==> src/hdl/mats_pkg.sv <==
`default_nettype none
package mats_pkg;

  localparam int MAX_ARMS    = 4;
  localparam int MAX_ACTIONS = 64;
  localparam int JOINTS      = 7;
  localparam int POS_BITS    = 20;

  localparam int ARM_W    = 2;
  localparam int SLOT_W   = 6;
  localparam int JOINT_W  = 3;
  localparam int STEP_W   = 20;
  localparam int STEPSZ_W = 19;
  localparam int HOLD_W   = 16;
  localparam int CNT_W    = 7;
  localparam int CSTEP_W  = 21;
  localparam int NARM_W   = 3;
  localparam int JADDR_W  = ARM_W + SLOT_W + JOINT_W;
  localparam int HADDR_W  = ARM_W + SLOT_W;
  localparam int PROD_W   = 2 * POS_BITS;

  localparam logic [1:0] FUNC_LOAD_JOINT = 2'd0;
  localparam logic [1:0] FUNC_LOAD_HDR   = 2'd1;
  localparam logic [1:0] FUNC_TICK       = 2'd2;

  localparam logic [2:0] ST_LOADED  = 3'd0;
  localparam logic [2:0] ST_PUBLISH = 3'd1;
  localparam logic [2:0] ST_WAIT    = 3'd2;
  localparam logic [2:0] ST_HOLD    = 3'd3;
  localparam logic [2:0] ST_ADVANCE = 3'd4;
  localparam logic [2:0] ST_IDLE    = 3'd5;

  typedef logic signed [POS_BITS-1:0] pos_t;
  typedef pos_t [JOINTS-1:0] pos_arr_t;

  typedef struct packed {
    logic               capture;
    logic               j_we;
    logic [JADDR_W-1:0] jaddr;
    logic               h_we;
    logic [HADDR_W-1:0] haddr;
    logic               act_latch;
    logic               best_clr;
    logic               diff;
    logic               mul;
    logic               div_start;
    logic               acc;
    logic               mode_tick;
    logic [JOINT_W-1:0] jsel;
    logic [STEP_W-1:0]  s_val;
  } dp_cmd_t;

  typedef struct packed {
    logic              tog_q;
    logic [STEP_W-1:0] step_q;
    logic [HOLD_W-1:0] hold_q;
    logic              div_busy;
  } dp_stat_t;

  typedef struct packed {
    logic             valid;
    logic [2:0]       status;
    logic [ARM_W-1:0] arm;
  } res_t;

endpackage
`default_nettype wire

==> src/hdl/mats_ctrl.sv <==
`default_nettype none
module mats_ctrl (
  input  logic                          clk,
  input  logic                          rst,
  input  logic                          in_valid,
  output logic                          in_ready,
  input  logic [1:0]                    func,
  input  logic [mats_pkg::ARM_W-1:0]    arm,
  input  logic [mats_pkg::SLOT_W-1:0]   slot,
  input  logic [mats_pkg::JOINT_W-1:0]  joint,
  input  logic [mats_pkg::CNT_W-1:0]    action_count,
  input  logic                          cfg_we,
  input  logic [mats_pkg::NARM_W-1:0]   cfg_data,
  input  logic                          out_free,
  input  mats_pkg::dp_stat_t            stat,
  output mats_pkg::dp_cmd_t             cmd,
  output mats_pkg::res_t                res
);
  import mats_pkg::*;

  localparam logic [3:0] S_IDLE   = 4'd0;
  localparam logic [3:0] S_DISP   = 4'd1;
  localparam logic [3:0] S_TSTART = 4'd2;
  localparam logic [3:0] S_TDEC   = 4'd3;
  localparam logic [3:0] S_JRD    = 4'd4;
  localparam logic [3:0] S_JDIFF  = 4'd5;
  localparam logic [3:0] S_JMUL   = 4'd6;
  localparam logic [3:0] S_JDIV   = 4'd7;
  localparam logic [3:0] S_JDWAIT = 4'd8;
  localparam logic [3:0] S_JACC   = 4'd9;
  localparam logic [3:0] S_HWR    = 4'd10;
  localparam logic [3:0] S_SCA    = 4'd11;
  localparam logic [3:0] S_SCD    = 4'd12;
  localparam logic [3:0] S_RES    = 4'd13;

  logic [3:0] state;
  logic [1:0] f_c;
  logic [ARM_W-1:0]   arm_c;
  logic [SLOT_W-1:0]  slot_c;
  logic [JOINT_W-1:0] joint_c, jidx;
  logic [CNT_W-1:0]   cnt_c;
  logic [ARM_W:0]     b;
  logic               flag, scan_clr, steps_zero;
  logic [2:0]         res_st;
  logic [NARM_W-1:0]  arm_cfg, n;

  logic [CNT_W-1:0]   loaded   [MAX_ARMS];
  logic [CNT_W-1:0]   cur      [MAX_ARMS];
  logic [CSTEP_W-1:0] cur_step [MAX_ARMS];
  logic               hact     [MAX_ARMS];
  logic [HOLD_W-1:0]  hel      [MAX_ARMS];
  logic               waitf    [MAX_ARMS];
  logic               sync;

  logic [HOLD_W-1:0]  hel_inc;
  logic [ARM_W-1:0]   bi;

  function automatic logic fin(input logic [ARM_W-1:0] x);
    return cur[x] >= loaded[x];
  endfunction

  always_comb begin
    n       = (arm_cfg > NARM_W'(MAX_ARMS)) ? NARM_W'(MAX_ARMS) : arm_cfg;
    bi      = b[ARM_W-1:0];
    hel_inc = (hel[arm_c] != '1) ? hel[arm_c] + 1'b1 : hel[arm_c];
  end

  always_comb begin
    cmd           = '0;
    cmd.capture   = in_valid && in_ready;
    cmd.mode_tick = (f_c == FUNC_TICK);
    cmd.jsel      = jidx;
    cmd.s_val     = cur_step[arm_c][STEP_W-1:0];
    if (state == S_JRD) begin
      cmd.jaddr = {arm_c, (f_c == FUNC_TICK) ? cur[arm_c][SLOT_W-1:0] : slot_c, jidx};
    end else begin
      cmd.jaddr = {arm_c, slot_c, joint_c};
    end
    cmd.j_we = (state == S_DISP) && (f_c == FUNC_LOAD_JOINT) &&
               (joint_c < JOINT_W'(JOINTS));
    if (state == S_SCA) begin
      cmd.haddr = {bi, cur[bi][SLOT_W-1:0]};
    end else if (state == S_TSTART) begin
      cmd.haddr = {arm_c, cur[arm_c][SLOT_W-1:0]};
    end else begin
      cmd.haddr = {arm_c, slot_c};
    end
    cmd.h_we      = (state == S_HWR);
    cmd.act_latch = (state == S_TDEC);
    cmd.best_clr  = (state == S_DISP);
    cmd.diff      = (state == S_JDIFF);
    cmd.mul       = (state == S_JMUL);
    cmd.div_start = (state == S_JDIV);
    cmd.acc       = (state == S_JACC);
  end

  assign in_ready   = (state == S_IDLE);
  assign res.valid  = (state == S_RES) && out_free;
  assign res.status = res_st;
  assign res.arm    = arm_c;

  always_ff @(posedge clk) begin
    if (rst) begin
      arm_cfg <= NARM_W'(3);
    end else if (cfg_we) begin
      arm_cfg <= cfg_data;
    end
  end

  always_ff @(posedge clk) begin
    if (rst) begin
      state <= S_IDLE;
      sync  <= 1'b0;
      for (int i = 0; i < MAX_ARMS; i++) begin
        loaded[i]   <= '0;
        cur[i]      <= '0;
        cur_step[i] <= '0;
        hact[i]     <= 1'b0;
        hel[i]      <= '0;
        waitf[i]    <= 1'b0;
      end
    end else begin
      case (state)
        S_IDLE: begin
          if (in_valid) begin
            f_c     <= func;
            arm_c   <= arm;
            slot_c  <= slot;
            joint_c <= joint;
            cnt_c   <= action_count;
            state   <= S_DISP;
          end
        end
        S_DISP: begin
          jidx <= '0;
          case (f_c)
            FUNC_LOAD_JOINT: begin
              res_st <= ST_LOADED;
              state  <= S_RES;
            end
            FUNC_LOAD_HDR: state <= S_JRD;
            FUNC_TICK:     state <= S_TSTART;
            default: begin
              res_st <= ST_IDLE;
              state  <= S_RES;
            end
          endcase
        end
        S_TSTART: begin
          if ({1'b0, arm_c} >= n || fin(arm_c)) begin
            res_st <= ST_IDLE;
            state  <= S_RES;
          end else begin
            state <= S_TDEC;
          end
        end
        S_TDEC: begin
          steps_zero <= (stat.step_q == '0);
          if (stat.tog_q && !sync && !waitf[arm_c]) begin
            waitf[arm_c] <= 1'b1;
            b        <= '0;
            flag     <= 1'b1;
            scan_clr <= 1'b0;
            state    <= S_SCA;
          end else if (stat.tog_q && !sync) begin
            res_st <= ST_WAIT;
            state  <= S_RES;
          end else if (cur_step[arm_c] <= CSTEP_W'(stat.step_q)) begin
            jidx  <= '0;
            state <= S_JRD;
          end else begin
            if (!stat.tog_q && stat.hold_q != '0) begin
              if (!hact[arm_c]) begin
                hact[arm_c] <= 1'b1;
                hel[arm_c]  <= '0;
                res_st      <= ST_HOLD;
              end else begin
                hel[arm_c] <= hel_inc;
                if (hel_inc >= stat.hold_q) begin
                  hact[arm_c]     <= 1'b0;
                  cur[arm_c]      <= cur[arm_c] + 1'b1;
                  cur_step[arm_c] <= '0;
                  res_st          <= ST_ADVANCE;
                end else begin
                  res_st <= ST_HOLD;
                end
              end
            end else begin
              cur[arm_c]      <= cur[arm_c] + 1'b1;
              cur_step[arm_c] <= '0;
              res_st          <= ST_ADVANCE;
            end
            if (stat.tog_q) begin
              b        <= '0;
              flag     <= 1'b1;
              scan_clr <= 1'b1;
              state    <= S_SCA;
            end else begin
              state <= S_RES;
            end
          end
        end
        S_JRD:   state <= S_JDIFF;
        S_JDIFF: begin
          if (f_c == FUNC_TICK && steps_zero) begin
            state <= S_JACC;
          end else begin
            state <= S_JMUL;
          end
        end
        S_JMUL:  state <= S_JDIV;
        S_JDIV:  state <= S_JDWAIT;
        S_JDWAIT: begin
          if (!stat.div_busy) begin
            state <= S_JACC;
          end
        end
        S_JACC: begin
          if (jidx == JOINT_W'(JOINTS - 1)) begin
            if (f_c == FUNC_TICK) begin
              cur_step[arm_c] <= cur_step[arm_c] + 1'b1;
              res_st          <= ST_PUBLISH;
              state           <= S_RES;
            end else begin
              state <= S_HWR;
            end
          end else begin
            jidx  <= jidx + 1'b1;
            state <= S_JRD;
          end
        end
        S_HWR: begin
          loaded[arm_c] <= (cnt_c > CNT_W'(MAX_ACTIONS)) ? CNT_W'(MAX_ACTIONS) : cnt_c;
          res_st        <= ST_LOADED;
          state         <= S_RES;
        end
        S_SCA: begin
          if (b >= n) begin
            if (scan_clr) begin
              if (flag) begin
                sync <= 1'b0;
              end
            end else begin
              if (flag) begin
                sync <= 1'b1;
                for (int i = 0; i < MAX_ARMS; i++) begin
                  if (NARM_W'(i) < n) begin
                    waitf[i] <= 1'b0;
                  end
                end
              end
              res_st <= ST_WAIT;
            end
            state <= S_RES;
          end else if (fin(bi)) begin
            b <= b + 1'b1;
          end else begin
            state <= S_SCD;
          end
        end
        S_SCD: begin
          // clear scan: any arm still on a together action keeps sync
          // wait scan: every unfinished arm must be on a together action and waiting
          if (scan_clr ? stat.tog_q : (!stat.tog_q || !waitf[bi])) begin
            flag <= 1'b0;
          end
          b     <= b + 1'b1;
          state <= S_SCA;
        end
        S_RES: begin
          if (out_free) begin
            state <= S_IDLE;
          end
        end
        default: state <= S_IDLE;
      endcase
    end
  end

endmodule
`default_nettype wire
==> config.mk <==
export PLATFORM = sky130hd
export DESIGN_NAME = mats_ctrl
export DESIGN_NICKNAME = d
export VERILOG_FILES = /design/src/hdl/mats_pkg.sv /design/src/hdl/mats_ctrl.sv
export SDC_FILE = /design/constraint.sdc
export NUM_CORES = 1
export LEC_CHECK = 0
export BUFFER_PORTS_ARGS = -buffer_cell sky130_fd_sc_hd__buf_4
export CAP_MARGIN = 20
export CORE_MARGIN = 10
export CORE_UTILIZATION = 30
export CTS_CLUSTER_DIAMETER = 40
export DETAILED_ROUTE_END_ITERATION = 8
export PLACE_DENSITY = 0.56
export SYNTH_ARGS = -nofsm -noshare
export SYNTH_HDL_FRONTEND = slang
export SYNTH_SLANG_ARGS = --single-unit
export TNS_END_PERCENT = 100
==> constraint.sdc <==
create_clock -name clk -period 10.2 [get_ports clk]
set_input_delay 2.55 -clock clk [delete_from_list [all_inputs] [get_ports clk]]
set_output_delay 2.55 -clock clk [all_outputs]
set_load 0.01 [all_outputs]
==> run_results.csv <==
group,metric,value,unit
run_status,status,"completed",
clock_network,post_cts_resized,0,
grt,antenna_found_initial,0,
routing,met1_length,17.83,mm
logic_synthesis,synthCells,1198,
routing,route.met3.wl,2.370,mm
logic_synthesis,yosys.area.top_type_share,0.5079,
final_layout,final_common_cell,"edfxtp_1",
clock_network,cts_sinks,256,
timing,whs,0.4869,ns
timing,relSlewSlack,0.2578,
final_layout,layout_common_cells,"edfxtp_1 (240), nor2_1 (232), buf_4 (138), inv_1 (98), nand2_1 (79)",
logic_synthesis,syn_nets,1327,
power_and_ir_drop,powerDensity,222.5,nW/µm²
logic_synthesis,ys.flop_type,"edfxtp_1",
logic_synthesis,yosys.area.top_type,"edfxtp_1",
setup_path,r2r_slack,4.30,ns
setup_path,path_max_fanout,17,
routing,dr.pass1.iters,5,
place,placed_cell_area,15680,µm²
place,port_buffers,124,
setup_path,cp_slowest_cell,"o21ai_0",
routing,wire_per_inst,19.83,µm
min_path,hp-class,"register to register",
setup_path,worst-path-stages,14,
timing,clock_skew,0.02825,ns
logic_synthesis,ys_seq_elements,256,
logic_synthesis,syn-cell-area,14190,µm²
setup_path,path_cells,"mux4_2, ha_1, and3_1, nand3_1, nor2_1, o21ai_0, inv_1, ha_1, nand4_1, a2111oi_0, a21oi_1, o22ai_1, nand2_2, o21ai_0",
clock_network,cts_setup_buffers,0,
logic_synthesis,synthArstFlopShare,0,
floorplan,io_pins,125,
timing,slew_viol_final,0,
final_layout,drive_gt1_frac,0.2433,
clock_network,clockBufferDepth,3,
routing,drtIter0Drc,769,
logic_synthesis,yosysSeqAreaShare,0.5305,
timing,hold_viol,0,
floorplan,rows,79,
floorplan,die_area,56400,µm²
place,dp_hpwl,27.37,mm
final_layout,final_nets,1464,
routing,drc,0,
clock_network,clk_latency,0.57,ns
logic_synthesis,post_synth.cell_area_avg,11.84,µm²
logic_synthesis,synth_edf_count,240,
routing,wl_met2,18.43,mm
grt,grt_pass1_vias,10380,
setup_path,end_kind,"register",
logic_synthesis,ys_top_cells_by_area,"edfxtp_1 (51%), mux4_2 (11%), nor2_1 (6.1%)",
routing,top_layer_used,"met4",
clock_network,htreeDepth,2,
timing,worstMarginPinSlew,1.103,ns
power_and_ir_drop,vdd.ir_drop.worst,0.1276,mV
power_and_ir_drop,p_leak,6.730,nW
place,gp_congestion,0.8218,
clock_network,cts_hold_buf,0,
timing,fin_setup_tns,0,ns
clock_network,cts_tree,"done",
setup_path,cp_top_family,"compound AO/OA/AOI/OAI gates",
grt,gr-usage-all-layers,0.1387,
floorplan,core_area,46650,µm²
timing,layout_worst_path_cycle_share,0.5781,
final_layout,area_delta_synth_final,22.11,%
clock_network,cts_made_buffers,47,
grt,grt_pass1_wl,61.08,mm
setup_path,reg2reg_depth,14,
setup_path,arrival,6.07,ns
final_layout,antennaDiodeCount,0,
setup_path,path_buf_inv,1,
routing,vias,10010,
logic_synthesis,yosys_warnings,0,
timing,rsz0062_at_grt,"no",
setup_path,crit_path_start_kind,"register",
power_and_ir_drop,finalPower,0.003856,W
floorplan,start_util,0.3041,
timing,fin_crit,5.897,ns
setup_path,endpoint,"cur[3][4]$_DFFE_PP_",
routing,routed_wl,39.26,mm
setup_path,cp.required,10.38,ns
routing,via_per_inst,5.056,
setup_path,regToRegEndpoint,"cur[3][4]$_DFFE_PP_",
routing,antenna_left,0,
final_layout,final_cell_area,17330,µm²
grt,grt-ovfl-total,0,
clock_network,clk_pin_slew,0.05,ns
setup_path,path_class,"register to register",
clock_network,cts-root-buf,"clkbuf_16",
logic_synthesis,yosysUniqueCellTypes,79,
floorplan,die_y,237.5,µm
timing,setup_viol,0,
grt,grt_max_degree,38,
setup_path,cp_slowest_stage_delay,0.86,ns
flow_run,max_cap_violations,0,
floorplan,die_w,237.5,µm
timing,max_freq,169.6,MHz
final_layout,fillers,4562,
power breakdown:
group	switching, W	internal [W]	total [W]
sequential	0.0000775	0.00122	0.00130
clock	0.000573	0.00104	0.00161
combinational	0.000564	0.000383	0.000947
total	0.00121	0.00264	0.00386
per-stage QoR:
step	utilization	instances	setup slack [ns]
after floorplan	-	1198	4.548
after global placement	0.3361	1892	4.244
after detailed placement	0.3361	1892	4.087
after CTS	0.3712	1979	4.282
after global routing	0.3714	1980	3.842
final	0.3714	1980	4.303
state kept, by name (all words and copies together), names as in the netlist, 4 cells and up, named ones only:
signal,count
cnt_c,7
cur,28
cur_step,84
hact,4
hel,64
loaded,28
slot_c,6
state,4
waitf,4
worst min path at each step:
stage                          start                to  slack [ns]  cells after the start
floorplan           waitf[3]$_DFF_P_  waitf[3]$_DFF_P_        0.45                      2
global placement    waitf[3]$_DFF_P_  waitf[3]$_DFF_P_        0.47                      2
detailed placement  waitf[3]$_DFF_P_  waitf[3]$_DFF_P_        0.48                      2
CTS                 waitf[3]$_DFF_P_  waitf[3]$_DFF_P_        0.49                      2
global route        waitf[3]$_DFF_P_  waitf[3]$_DFF_P_        0.52                      2
finish              waitf[0]$_DFF_P_  waitf[0]$_DFF_P_        0.49                      2
cells by family after synthesis:
family,count (synthesis),share of synthesized area
AND/OR/NAND/NOR,460,0.1493
multiplexers,91,0.1249
flip-flops,256,0.5305
buffers and inverters,152,0.05035
AO/OA/AOI/OAI,144,0.06543
XOR/XNOR,32,0.02398
adder cells (fa/ha/maj),63,0.05555
cell usage after synthesis (all sizes together) (15+ instances only):
library cell,n
nand2b,18
xor2,15
nand2,81
clkbuf,24
dfxtp,16
xnor2,17
ha,63
nor3,33
nand3,32
mux4,68
buf,27
inv,99
o21ai,47
a21oi,33
edfxtp,240
nor2,233
worst reg2reg max path, cell delays in order, from the launching register on:
cell and delay (ns):
dfxtp_4 0.58, mux4_2 0.60, ha_1 0.25, and3_1 0.17
nand3_1 0.18, nor2_1 0.10, o21ai_0 0.54, inv_1 0.10
ha_1 0.30, nand4_1 0.16, a2111oi_0 0.37, a21oi_1 0.26
o22ai_1 0.63, nand2_2 0.41, o21ai_0 0.86
cell type report:
class | instances | area, µm² | share of cell area
sequential | 256 | 7532 | 0.4347
multi-input combinational | 790 | 5973 | 0.3447
clock buffer | 50 | 1230 | 0.07098
timing repair buffer | 139 | 1047 | 0.06044
tap | 607 | 759.5 | 0.04383
clock inverter | 37 | 406.6 | 0.02347
inverter | 101 | 379.1 | 0.02188
routing by layer:
metal  up-vias  global-route usage
met5         -                   0
met4         0             0.03340
met3        50             0.03112
met2       321              0.2250
met1      4959              0.1849
li1       4680                   -
(Power assumes the default switching activity.)
